[config.mk]
export PLATFORM = sky130hd
export DESIGN_NAME = shell_style_arg_tokenizer_top_flat
export DESIGN_NICKNAME = d
export VERILOG_FILES = /design/src/sv/sst_pkg.sv /design/src/sv/sst_req_if.sv /design/src/sv/sst_rsp_if.sv /design/src/sv/sst_in_reg.sv /design/src/sv/sst_lexer.sv /design/src/sv/sst_out_reg.sv /design/src/sv/shell_style_arg_tokenizer_top.sv /design/src/flat_wrapper.sv
export VERILOG_INCLUDE_DIRS = /design/src /design/src/sv
export SDC_FILE = /design/constraint.sdc
export NUM_CORES = 1
export LEC_CHECK = 0
export BUFFER_PORTS_ARGS = -buffer_cell sky130_fd_sc_hd__buf_2
export CORE_UTILIZATION = 40
export DETAILED_ROUTE_END_ITERATION = 12
export GPL_TIMING_DRIVEN = 0
export REMOVE_ABC_BUFFERS = 1
export SYNTH_ARGS = -nofsm -noshare
export SYNTH_HDL_FRONTEND = slang
export SYNTH_SLANG_ARGS = --single-unit
[constraint.sdc]
create_clock -name clock -period 4.16 [get_ports clock]
set_input_delay 0.832 -clock clock [delete_from_list [all_inputs] [get_ports clock]]
set_output_delay 0.832 -clock clock [all_outputs]
set_load 0.02 [all_outputs]
[src/sv/shell_style_arg_tokenizer_top_assert.svh]
// Assertion macros shared by the tokenizer RTL.
`ifndef SHELL_STYLE_ARG_TOKENIZER_TOP_ASSERT_SVH
`define SHELL_STYLE_ARG_TOKENIZER_TOP_ASSERT_SVH

// Same-cycle implication, checked on the rising clock edge outside reset.
`define SST_ASSERT_IMP(lbl, clk, rst, ante, cons) \
   lbl: assert property (@(posedge clk) disable iff (rst) (ante) |-> (cons)) \
      else $error("tokenizer assertion failed");

// Next-cycle implication.
`define SST_ASSERT_NXT(lbl, clk, rst, ante, cons) \
   lbl: assert property (@(posedge clk) disable iff (rst) (ante) |=> (cons)) \
      else $error("tokenizer assertion failed");

`endif

[src/sv/sst_pkg.sv]
`timescale 1ns / 1ps
package sst_pkg;

   localparam int CHAR_W   = 8;
   localparam int STATE_W  = 3;
   localparam int STATUS_W = 2;
   localparam int ERR_W    = 3;

   localparam logic [STATE_W-1:0] ST_START    = 3'd0;
   localparam logic [STATE_W-1:0] ST_INSIDE   = 3'd1;
   localparam logic [STATE_W-1:0] ST_SINGLEQ  = 3'd2;
   localparam logic [STATE_W-1:0] ST_DOUBLEQ  = 3'd3;
   localparam logic [STATE_W-1:0] ST_ESC_WORD = 3'd4;
   localparam logic [STATE_W-1:0] ST_ESC_DQ   = 3'd5;
   localparam logic [STATE_W-1:0] ST_COMMENT  = 3'd6;
   localparam logic [STATE_W-1:0] ST_ESC_BEG  = 3'd7;

   localparam logic [CHAR_W-1:0] CH_HASH   = 8'h23;
   localparam logic [CHAR_W-1:0] CH_DQUOTE = 8'h22;
   localparam logic [CHAR_W-1:0] CH_SQUOTE = 8'h27;
   localparam logic [CHAR_W-1:0] CH_BSLASH = 8'h5C;
   localparam logic [CHAR_W-1:0] CH_NL     = 8'h0A;
   localparam logic [CHAR_W-1:0] CH_SPACE  = 8'h20;
   localparam logic [CHAR_W-1:0] CH_TAB    = 8'h09;
   localparam logic [CHAR_W-1:0] CH_CR     = 8'h0D;
   localparam logic [CHAR_W-1:0] CH_NUL    = 8'h00;

   localparam logic [STATUS_W-1:0] STAT_WORK  = 2'd0;
   localparam logic [STATUS_W-1:0] STAT_DONE  = 2'd1;
   localparam logic [STATUS_W-1:0] STAT_EMPTY = 2'd2;
   localparam logic [STATUS_W-1:0] STAT_ERROR = 2'd3;

   localparam logic [ERR_W-1:0] ERR_NONE     = 3'd0;
   localparam logic [ERR_W-1:0] ERR_OPEN_SQ  = 3'd1;
   localparam logic [ERR_W-1:0] ERR_OPEN_DQ  = 3'd2;
   localparam logic [ERR_W-1:0] ERR_ESC_WORD = 3'd3;
   localparam logic [ERR_W-1:0] ERR_ESC_DQ   = 3'd4;

   typedef struct packed {
      logic [CHAR_W-1:0] ch;
      logic              at_end;
   } req_item_type;

   typedef struct packed {
      logic [CHAR_W-1:0]   out_char;
      logic                append;
      logic [STATUS_W-1:0] status;
      logic [ERR_W-1:0]    error_kind;
   } rsp_item_type;

   // Handoff from the input register to the lexer.
   typedef struct packed {
      logic         advance;
      req_item_type item;
   } stage_type;

   function automatic logic is_ws(input logic [CHAR_W-1:0] c);
      return (c == CH_SPACE) || ((c >= CH_TAB) && (c <= CH_CR));
   endfunction

endpackage

[src/sv/sst_req_if.sv]
`timescale 1ns / 1ps
interface sst_req_if import sst_pkg::*; ();
   logic              valid;
   logic              ready;
   logic [CHAR_W-1:0] ch;
   logic              at_end;

   modport source(output valid, ch, at_end, input ready);
   modport sink(input valid, ch, at_end, output ready);
endinterface

[src/sv/sst_rsp_if.sv]
`timescale 1ns / 1ps
interface sst_rsp_if import sst_pkg::*; ();
   logic                valid;
   logic                ready;
   logic [CHAR_W-1:0]   out_char;
   logic                append;
   logic [STATUS_W-1:0] status;
   logic [ERR_W-1:0]    error_kind;

   modport source(output valid, out_char, append, status, error_kind, input ready);
   modport sink(input valid, out_char, append, status, error_kind, output ready);
endinterface

[src/sv/sst_in_reg.sv]
`timescale 1ns / 1ps
module sst_in_reg import sst_pkg::*; (
   input  logic      clock,
   input  logic      reset,
   sst_req_if.sink   req_if,
   input  logic      take,
   output stage_type stage
);

   logic         valid_ff;
   logic         valid_in;
   req_item_type item_ff;
   req_item_type item_in;
   logic         advance;
   logic         load;

   assign advance      = valid_ff && take;
   assign req_if.ready = !valid_ff || take;
   assign load         = req_if.valid && req_if.ready;

   always_comb begin
      valid_in = valid_ff;
      item_in  = item_ff;
      if (load) begin
         valid_in       = 1'b1;
         item_in.ch     = req_if.ch;
         item_in.at_end = req_if.at_end;
      end else if (advance) begin
         valid_in = 1'b0;
      end
   end

   always_ff @(posedge clock) begin
      if (reset) begin
         valid_ff <= 1'b0;
      end else begin
         valid_ff <= valid_in;
      end
   end

   always_ff @(posedge clock) begin
      item_ff <= item_in;
   end

   assign stage.advance = advance;
   assign stage.item    = item_ff;

endmodule

[src/sv/sst_lexer.sv]
`timescale 1ns / 1ps
`include "shell_style_arg_tokenizer_top_assert.svh"
module sst_lexer import sst_pkg::*; (
   input  logic         clock,
   input  logic         reset,
   input  stage_type    stage,
   output rsp_item_type result
);

   logic [STATE_W-1:0] state_ff;
   logic [STATE_W-1:0] state_in;
   logic [STATE_W-1:0] nst;
   logic [CHAR_W-1:0]  c;
   logic               app;
   logic [STATUS_W-1:0] status;
   logic [ERR_W-1:0]   err;

   always_comb begin
      c      = stage.item.ch;
      app    = 1'b0;
      status = STAT_WORK;
      err    = ERR_NONE;
      nst    = state_ff;
      if (stage.item.at_end) begin
         nst = ST_START;
         case (state_ff)
            ST_INSIDE:   status = STAT_DONE;
            ST_SINGLEQ: begin
               status = STAT_ERROR;
               err    = ERR_OPEN_SQ;
            end
            ST_DOUBLEQ: begin
               status = STAT_ERROR;
               err    = ERR_OPEN_DQ;
            end
            ST_ESC_WORD, ST_ESC_BEG: begin
               status = STAT_ERROR;
               err    = ERR_ESC_WORD;
            end
            ST_ESC_DQ: begin
               status = STAT_ERROR;
               err    = ERR_ESC_DQ;
            end
            default:     status = STAT_EMPTY;
         endcase
      end else begin
         case (state_ff)
            ST_INSIDE: begin
               if (is_ws(c)) begin
                  status = STAT_DONE;
                  nst    = ST_START;
               end else if (c == CH_SQUOTE) begin
                  nst = ST_SINGLEQ;
               end else if (c == CH_DQUOTE) begin
                  nst = ST_DOUBLEQ;
               end else if (c == CH_BSLASH) begin
                  nst = ST_ESC_WORD;
               end else begin
                  app = 1'b1;
               end
            end
            ST_SINGLEQ: begin
               if (c == CH_SQUOTE) begin
                  nst = ST_INSIDE;
               end else begin
                  app = 1'b1;
               end
            end
            ST_DOUBLEQ: begin
               if (c == CH_DQUOTE) begin
                  nst = ST_INSIDE;
               end else if (c == CH_BSLASH) begin
                  nst = ST_ESC_DQ;
               end else begin
                  app = 1'b1;
               end
            end
            ST_ESC_WORD: begin
               app = (c != CH_NL);
               nst = ST_INSIDE;
            end
            ST_ESC_DQ: begin
               app = (c != CH_NL);
               nst = ST_DOUBLEQ;
            end
            ST_ESC_BEG: begin
               if (c == CH_NL) begin
                  nst = ST_START;
               end else begin
                  app = 1'b1;
                  nst = ST_INSIDE;
               end
            end
            ST_COMMENT: begin
               if (c == CH_NL) begin
                  nst = ST_START;
               end
            end
            default: begin
               if (is_ws(c)) begin
                  nst = ST_START;
               end else if (c == CH_SQUOTE) begin
                  nst = ST_SINGLEQ;
               end else if (c == CH_DQUOTE) begin
                  nst = ST_DOUBLEQ;
               end else if (c == CH_BSLASH) begin
                  nst = ST_ESC_BEG;
               end else if (c == CH_HASH) begin
                  nst = ST_COMMENT;
               end else begin
                  app = 1'b1;
                  nst = ST_INSIDE;
               end
            end
         endcase
      end
   end

   assign state_in          = stage.advance ? nst : state_ff;
   assign result.out_char   = app ? c : CH_NUL;
   assign result.append     = app;
   assign result.status     = status;
   assign result.error_kind = err;

   always_ff @(posedge clock) begin
      if (reset) begin
         state_ff <= ST_START;
      end else begin
         state_ff <= state_in;
      end
   end

   `SST_ASSERT_NXT(a_end_restarts, clock, reset, stage.advance && stage.item.at_end, state_ff == ST_START)
   `SST_ASSERT_NXT(a_hold_state, clock, reset, !stage.advance, state_ff == $past(state_ff))
   `SST_ASSERT_IMP(a_err_in_quote, clock, reset, stage.item.at_end && ((state_ff == ST_SINGLEQ) || (state_ff == ST_DOUBLEQ)), result.status == STAT_ERROR)

endmodule

[src/sv/sst_out_reg.sv]
`timescale 1ns / 1ps
module sst_out_reg import sst_pkg::*; (
   input  logic         clock,
   input  logic         reset,
   input  logic         advance,
   input  rsp_item_type result,
   sst_rsp_if.source    rsp_if,
   output logic         take
);

   logic         valid_ff;
   logic         valid_in;
   rsp_item_type data_ff;
   rsp_item_type data_in;

   assign take     = !valid_ff || rsp_if.ready;
   assign valid_in = take ? advance : valid_ff;
   assign data_in  = (take && advance) ? result : data_ff;

   always_ff @(posedge clock) begin
      if (reset) begin
         valid_ff <= 1'b0;
      end else begin
         valid_ff <= valid_in;
      end
   end

   always_ff @(posedge clock) begin
      data_ff <= data_in;
   end

   assign rsp_if.valid      = valid_ff;
   assign rsp_if.out_char   = data_ff.out_char;
   assign rsp_if.append     = data_ff.append;
   assign rsp_if.status     = data_ff.status;
   assign rsp_if.error_kind = data_ff.error_kind;

endmodule

[src/sv/shell_style_arg_tokenizer_top.sv]
`timescale 1ns / 1ps
// Shell-style argument tokenizer: one character (or end-of-input mark) per req
// transfer, exactly one rsp transfer per req transfer, in order. Throughput is
// one item per clock while neither side stalls. A result is offered on rsp after
// it has passed the input register, which loads on the req transfer, and the
// result register, which loads when the output side takes it from the lexer. The
// rate is set by the 3-bit lexer state register, which steps once per item as the
// item moves into the result register. Either side may stall at any time; ready
// on req depends combinationally on ready on rsp.
`include "shell_style_arg_tokenizer_top_assert.svh"
module shell_style_arg_tokenizer_top import sst_pkg::*; (
   input logic       clock,
   input logic       reset,
   sst_req_if.sink   req_if,
   sst_rsp_if.source rsp_if
);

   stage_type    stage;
   rsp_item_type result;
   logic         take;

   sst_in_reg u_in_reg (
      .clock  (clock),
      .reset  (reset),
      .req_if (req_if),
      .take   (take),
      .stage  (stage)
   );

   sst_lexer u_lexer (
      .clock  (clock),
      .reset  (reset),
      .stage  (stage),
      .result (result)
   );

   sst_out_reg u_out_reg (
      .clock   (clock),
      .reset   (reset),
      .advance (stage.advance),
      .result  (result),
      .rsp_if  (rsp_if),
      .take    (take)
   );

   `SST_ASSERT_IMP(a_append_working, clock, reset, rsp_if.valid && rsp_if.append, rsp_if.status == STAT_WORK)
   `SST_ASSERT_IMP(a_err_kind_only_on_err, clock, reset, rsp_if.valid && (rsp_if.status != STAT_ERROR), rsp_if.error_kind == ERR_NONE)
   `SST_ASSERT_IMP(a_char_zero_no_append, clock, reset, rsp_if.valid && !rsp_if.append, rsp_if.out_char == CH_NUL)

endmodule
[src/flat_wrapper.sv]
// flat-port wrapper written by rule: the top's interface ports become plain ports
module shell_style_arg_tokenizer_top_flat import sst_pkg::*;
  (clock, reset, req_if_valid, req_if_ch, req_if_at_end, req_if_ready, rsp_if_valid, rsp_if_out_char, rsp_if_append, rsp_if_status, rsp_if_error_kind, rsp_if_ready);
  sst_req_if req_if_i ();
  sst_rsp_if rsp_if_i ();
  input logic clock;
  input logic reset;
  input wire logic [$bits(req_if_i.valid)-1:0] req_if_valid;
  input wire logic [$bits(req_if_i.ch)-1:0] req_if_ch;
  input wire logic [$bits(req_if_i.at_end)-1:0] req_if_at_end;
  output wire logic [$bits(req_if_i.ready)-1:0] req_if_ready;
  output wire logic [$bits(rsp_if_i.valid)-1:0] rsp_if_valid;
  output wire logic [$bits(rsp_if_i.out_char)-1:0] rsp_if_out_char;
  output wire logic [$bits(rsp_if_i.append)-1:0] rsp_if_append;
  output wire logic [$bits(rsp_if_i.status)-1:0] rsp_if_status;
  output wire logic [$bits(rsp_if_i.error_kind)-1:0] rsp_if_error_kind;
  input wire logic [$bits(rsp_if_i.ready)-1:0] rsp_if_ready;
  assign req_if_i.valid = req_if_valid;
  assign req_if_i.ch = req_if_ch;
  assign req_if_i.at_end = req_if_at_end;
  assign req_if_ready = req_if_i.ready;
  assign rsp_if_valid = rsp_if_i.valid;
  assign rsp_if_out_char = rsp_if_i.out_char;
  assign rsp_if_append = rsp_if_i.append;
  assign rsp_if_status = rsp_if_i.status;
  assign rsp_if_error_kind = rsp_if_i.error_kind;
  assign rsp_if_i.ready = rsp_if_ready;
  shell_style_arg_tokenizer_top u_core (.clock(clock), .reset(reset), .req_if(req_if_i), .rsp_if(rsp_if_i));
endmodule
==> flow_metrics.tcl, run 1 <==
set metrics [dict create \
    crit_path_start_kind "primary input" \
    start_util_pct 43.1 \
    clk_pin_slew_worst_setup_hold_paths_ps 90 \
    hp-class "register to register" \
    final.period_utilization_pct 53.4 \
    cts_tree "done" \
    globalRouteOverflowTotal 0 \
    internal_power_w 0.000413 \
    postSynthAreaPerCell_um2 12.1 \
    max_cap_viol_count 0 \
    route.antenna.remaining_nets 0 \
    worstSetupPathType "primary input to primary output" \
    cp_data_required_time_ps 3330 \
    nFillCells 328 \
    firstDrtPassIters 4 \
    setup.reg_to_reg.worst_slack_ps 1950 \
    pwr_density_cell_nw_per_um2 321 \
    p_sw_share_pct 24.0 \
    warning_count_from_the_yosys_run 0 \
    holdPathStages 2 \
    worst_ir_drop_vdd_mv 0.144 \
    grt_max_degree 17 \
    clock_power_share_pct 27.0 \
    portBuffers 28 \
    detail_route.iter0.violations 30 \
    critical_path_peak_fanout 4 \
    top_level_ports 29 \
    synth_cell_types 40 \
    first_pass_grt_wire_length_mm 4.42 \
    critPathLaunch "rsp_if_ready" \
    grt_antenna_before_repair 0 \
    cts-buffers-inserted 3 \
    post_synth_instance_area_um2 1480 \
    coreArea_um2 3440 \
    timing.fmax_ghz 0.450 \
    r2r_cell_count 6 \
    run_status "complete, no violations" \
    n_antenna_cell 0 \
    final_util_pct 49.1 \
    cts_setup_buffers 0 \
    final_period_minus_worst_setup_slack_ps 2220 \
    number_of_global_route_vias_before_repair 928 \
    worst_slew_pin_slew_ps 508 \
    die_h_um 62.9 \
    p_leak_nw 0.617 \
    h-tree-depth 1 \
    gr-usage-all-layers_pct 14.5 \
    synthToLayoutAreaGrowth_pct 14.1 \
    timing.clock.skew_ps 2.30 \
    final_layout_size_suffix_gt1_share_pct 31.1 \
    critical_path.reg2reg.startpoint "u_core.u_in_reg.stage[5]" \
    synth-edff-count 23 \
    worst_setup_path_end_kind "primary output" \
    final-hold-violation-count 0 \
    crit_arrival_ps 1390 \
    fp.dieArea_um2 3950 \
    cts-hold-fix-buffers 0 \
    cts.repair.resized 0 \
    number_of_synthesized_register_bits 28 \
    gp_routability_congestion 0.863 \
    final_critical_path_setup_slack_ps 1940 \
    clock_path_buffers 2 \
    critical_path.endpoint "req_if_ready" \
    hpwl_after_detailed_placement_mm 1.87 \
    async_flop_share_pct 0 \
    timing.final.setup_violations 0 \
    dpl_worst_slack_ps 1930 \
    cts_sinks 28 \
    clock-root-buffer "clkbuf_8" \
    detail_route.drc_violations 0 \
    power.net_switching_w 0.000130 \
    worst_skew_pair.late_latency_ps 270 \
    power_frac_comb_pct 11.9 \
    totalPowerFinal_w 0.000544 \
    grt_setup_unrepaired "false" \
    power.share.sequential_pct 61.2 \
    slew-limit-headroom_pct 66.1 \
    final_setup_tns_ps 0 \
    route.final.wire_length_mm 2.51 \
    floorplan.die.width_um 62.9 \
    reg2reg_to "u_core.u_out_reg.rsp_if.out_char[1]" \
    routedWlPerCell_um 12.8 \
    detail_route.vias_per_cell 5.25 \
    dr_total_vias 1034 \
    post_synth_inst_count 123 \
    synth-seq-area-share_pct 53.3 \
    layout.nets 165 \
    slew_viol_final 0 \
    ys_dominant_reg_cell "edfxtp_1" \
    fp-row-count 21 \
]
-- power by group through the flow --
| stage | Clock, W | Combinational [W] | Sequential [W] |
|---|---|---|---|
| floorplan | 0 | 0.0000369 | 0.000346 |
| global placement | 0 | 0.0000639 | 0.000338 |
| detailed placement | 0 | 0.0000650 | 0.000339 |
| CTS | 0.000152 | 0.0000651 | 0.000333 |
| global route | 0.000161 | 0.0000714 | 0.000335 |
| finish | 0.000147 | 0.0000645 | 0.000333 |
-- layout by cell type (no fill, tap or decap), drive strengths merged, types with 3 or more instances in the layout --
master	n
buf	28
edfxtp	23
o21ai	3
a31oi	4
nand2	8
clkbuf	3
inv	4
nand3	5
o32ai	4
o211ai	3
nor2b	5
a21oi	7
nand2b	6
and2	10
nor2	8
dfxtp	5
-- layout make-up --
cell class | count | area (um^2) | share of cell area, %
multi-input cells | 87 | 643 | 38.0
well taps | 46 | 57.6 | 3.40
flip-flops and latches | 28 | 791 | 46.7
inverters | 4 | 15.0 | 0.888
clock inverters | 1 | 3.75 | 0.222
repair buffers | 28 | 140 | 8.28
clock buffers | 3 | 41.3 | 2.44
-- worst min path at each step --
stage | endpoint | slack (ps) | start
after global routing | u_core.u_in_reg.valid_ff | 620 | u_core.u_in_reg.valid_ff
after CTS | u_core.u_out_reg.rsp_if.valid | 530 | u_core.u_in_reg.valid_ff
after floorplan | u_core.u_out_reg.rsp_if.valid | 490 | u_core.u_in_reg.valid_ff
final | u_core.u_out_reg.rsp_if.valid | 520 | u_core.u_in_reg.valid_ff
after detailed placement | u_core.u_out_reg.rsp_if.valid | 510 | u_core.u_in_reg.valid_ff
after global placement | u_core.u_out_reg.rsp_if.valid | 500 | u_core.u_in_reg.valid_ff
-- cells in the mapped netlist, types with 3 or more instances --
library cell	count	area, um^2
dfxtp_1	5	100
buf_4	3	22.5
edfxtp_1	23	691
inv_1	4	15.0
nor2_1	8	30.0
a21oi_1	6	30.0
o32ai_1	3	26.3
nand3_1	5	25.0
nand2b_1	6	37.5
nor2b_1	4	25.0
o211ai_1	3	22.5
nand2_1	8	30.0
and2_1	9	56.3
-- sequential cells by signal (all words and copies together), names as in the netlist --
name	count
u_core.u_lexer.state_ff	3
u_core.u_in_reg.valid_ff	1
u_core.u_out_reg.rsp_if.error_kind	3
u_core.u_in_reg.stage	9
u_core.u_out_reg.rsp_if.status	2
u_core.u_out_reg.rsp_if.append	1
u_core.u_out_reg.rsp_if.out_char	8
u_core.u_out_reg.rsp_if.valid	1
-- critical path: stages --
cell and delay, ps:
buf_2 100, nor2b_1 210, nand2_1 90, buf_2 160
-- cells by family (layout without fill, tap and decap cells) --
family,Yosys count,in the layout,synth area share [%]
AND/OR/NAND/NOR,57,57,24.8
buffers and inverters,8,36,3.29
flip-flops,28,28,53.3
AO/OA/AOI/OAI,30,30,18.6
-- stage by stage --
step                      cell area (um^2)  hold slack [ps]  std cells
after global routing                  1690              617        197
final                                 1690              523        197
after CTS                             1690              529        197
after floorplan                       1450              487        119
after detailed placement              1650              512        193
after global placement                1650              501        193
-- routing by layer --
layer	GRT usage, %	wire length (um)	vias up
met5	0	0	-
li1	-	-	520
met3	2.19	115	5
met1	19.4	1190	477
met4	7.85	62	0
met2	22.2	1150	32
Power figures use the tool's default switching activity.
==> run 2: changes to the inputs <==
clock period = 2 ns   (was 4.16 ns; I/O delays follow)
==> run 2 against run 1 <==
Against the previous run: the flow now finishes with violations (negative setup slack); core utilization up 3.8 points; non-clock buffer count up 12; cell area up 7.7%; flip-flop and latch count did not move; combinational power grew 150%; count of clock-buffer cells in the layout did not move; via count is 9.6% higher; register-to-register slack worse by 2000 ps; worst hold slack worse by 230 ps; routed wire length rose by 10%; largest cell class unchanged.
==> flow_metrics.tcl, run 2 (synthesized netlist as in run 1, its figures left out) <==
set metrics [dict create \
    number_of_global_route_vias_before_repair 1005 \
    r2r_cell_count 7 \
    route.final.wire_length_mm 2.78 \
    first_pass_grt_wire_length_mm 4.76 \
    slew-limit-headroom_pct 66.4 \
    hpwl_after_detailed_placement_mm 1.87 \
    final_critical_path_setup_slack_ps -59.4 \
    dr_total_vias 1133 \
    floorplan.die.width_um 62.9 \
    max_cap_viol_count 0 \
    gr-usage-all-layers_pct 15.5 \
    globalRouteOverflowTotal 0 \
    final.period_utilization_pct 103 \
    hold_path.startpoint "req_if_at_end" \
    stdcell_count 209 \
    slew_viol_final 0 \
    grt_setup_unrepaired "true" \
    crit_path_start_kind "register" \
    synthToLayoutAreaGrowth_pct 22.9 \
    min_to "u_core.u_in_reg.stage[0]" \
    clk_pin_slew_worst_setup_hold_paths_ps 90 \
    hold_slack_ps 295 \
    reg2reg_to "u_core.u_out_reg.rsp_if.out_char[1]" \
    final_layout_size_suffix_gt1_share_pct 41.1 \
    power.net_switching_w 0.000280 \
    violated_checks "negative setup slack" \
    grt_antenna_before_repair 0 \
    critical_path.reg2reg.startpoint "u_core.u_in_reg.stage[2]" \
    final_setup_tns_ps -280 \
    timing.fmax_ghz 0.486 \
    routedWlPerCell_um 13.3 \
    holdPathStages 1 \
    grt_max_degree 17 \
    critPathLaunch "u_core.u_in_reg.stage[2]" \
    final-hold-violation-count 0 \
    power_frac_comb_pct 13.9 \
    portBuffers 28 \
    power.share.sequential_pct 59.7 \
    layout.nets 177 \
    crit_arrival_ps 2100 \
    top_level_ports 29 \
    internal_power_w 0.000875 \
    pwr_density_cell_nw_per_um2 634 \
    fp-row-count 21 \
    worst_slew_pin_slew_ps 503 \
    run_status "finished with violations" \
    cts-buffers-inserted 3 \
    worstSetupPathType "register to register" \
    layout.cells.most_common "buf_2" \
    cts_tree "done" \
    p_sw_share_pct 24.2 \
    worst_ir_drop_vdd_mv 0.304 \
    n_antenna_cell 0 \
    h-tree-depth 1 \
    coreArea_um2 3440 \
    gp_routability_congestion 0.863 \
    largest_register_ff_count 9 \
    critical_path_peak_fanout 9 \
    route.antenna.remaining_nets 0 \
    most-common-layout-cells "buf_2, edfxtp_1, buf_4, and2_1" \
    setup.reg_to_reg.worst_slack_ps -60 \
    worst_setup_path_end_kind "register" \
    timing.final.setup_violations 9 \
    dp.cells 193 \
    cts-hold-fix-buffers 0 \
    cts_sinks 28 \
    detail_route.iter0.violations 46 \
    fp.dieArea_um2 3950 \
    detail_route.vias_per_cell 5.42 \
    start_util_pct 43.1 \
    worst_skew_pair.late_latency_ps 270 \
    cp_data_required_time_ps 2040 \
    firstDrtPassIters 4 \
    p_leak_nw 0.682 \
    detail_route.drc_violations 0 \
    clock_power_share_pct 26.4 \
    clock_path_buffers 2 \
    final_period_minus_worst_setup_slack_ps 2060 \
    clock-root-buffer "clkbuf_8" \
    hp-class "primary input to register" \
    timing.clock.skew_ps 2.47 \
    die_h_um 62.9 \
]
## run 2: changes by cell type in the layout (fill, tap and decap cells not counted), sizes merged
cell | previous run | this run
buf | 28 | 40
## run 2: power groups by stage
stage	registers (W)	clock network (W)	logic, W
finish	0.000689	0.000305	0.000161
global route	0.000694	0.000337	0.000176
CTS	0.000688	0.000317	0.000153
detailed placement	0.000705	0	0.000135
global placement	0.000704	0	0.000133
floorplan	0.000719	0	0.0000768
## run 2: layout make-up
| type | instances | area [um^2] |
|---|---|---|
| fillers | 306 | 1620 |
| flip-flops and latches | 28 | 795 |
| inverters | 4 | 15.0 |
| multi-input cells | 87 | 679 |
| well taps | 46 | 57.6 |
| clock buffers | 3 | 41.3 |
| repair buffers | 40 | 230 |
| clock inverters | 1 | 3.75 |
## run 2: worst max path at each step
stage,slack (ps),end,depth (start not counted)
after detailed placement,-210,u_core.u_out_reg.rsp_if.out_char[1],6
after floorplan,-2,u_core.u_out_reg.rsp_if.out_char[1],6
final,-60,u_core.u_out_reg.rsp_if.out_char[1],7
after global routing,-170,u_core.u_out_reg.rsp_if.out_char[1],6
after global placement,-200,u_core.u_out_reg.rsp_if.out_char[1],6
after CTS,-10,u_core.u_out_reg.rsp_if.out_char[1],6
## run 2: repair_timing
item / in CTS / in global routing
setup buffers: 11 / 1
cloned: 0 / 0
setup endpoints to repair: 12 / 11
resized for setup: 4 / 5
pin swaps: 3 / 3
## run 2: layer usage
layer | global-route usage [%] | vias up | wire, um
li1 | - | 542 | -
met1 | 20.3 | 537 | 1220
met2 | 23.3 | 45 | 1320
met3 | 3.10 | 9 | 142
met4 | 9.88 | 0 | 92
met5 | 0 | - | 0
## run 2: through the flow
stage | util, % | total power, W | worst slack (ps) | cell area [um^2]
floorplan | - | 0.000795 | -2.14 | 1450
global placement | 47.8 | 0.000837 | -201 | 1650
detailed placement | 47.8 | 0.000840 | -206 | 1650
CTS | 51.7 | 0.00116 | -15.0 | 1780
global route | 52.9 | 0.00121 | -167 | 1820
finish | 52.9 | 0.00115 | -59.4 | 1820
## run 2: critical path, cell delays in order (launching register included)
cell and delay, ps:
edfxtp_1 500, nor4b_4 340, buf_4 190, a31oi_1 120, a31oi_4 190, buf_4 160
a31oi_4 120, and2_2 210
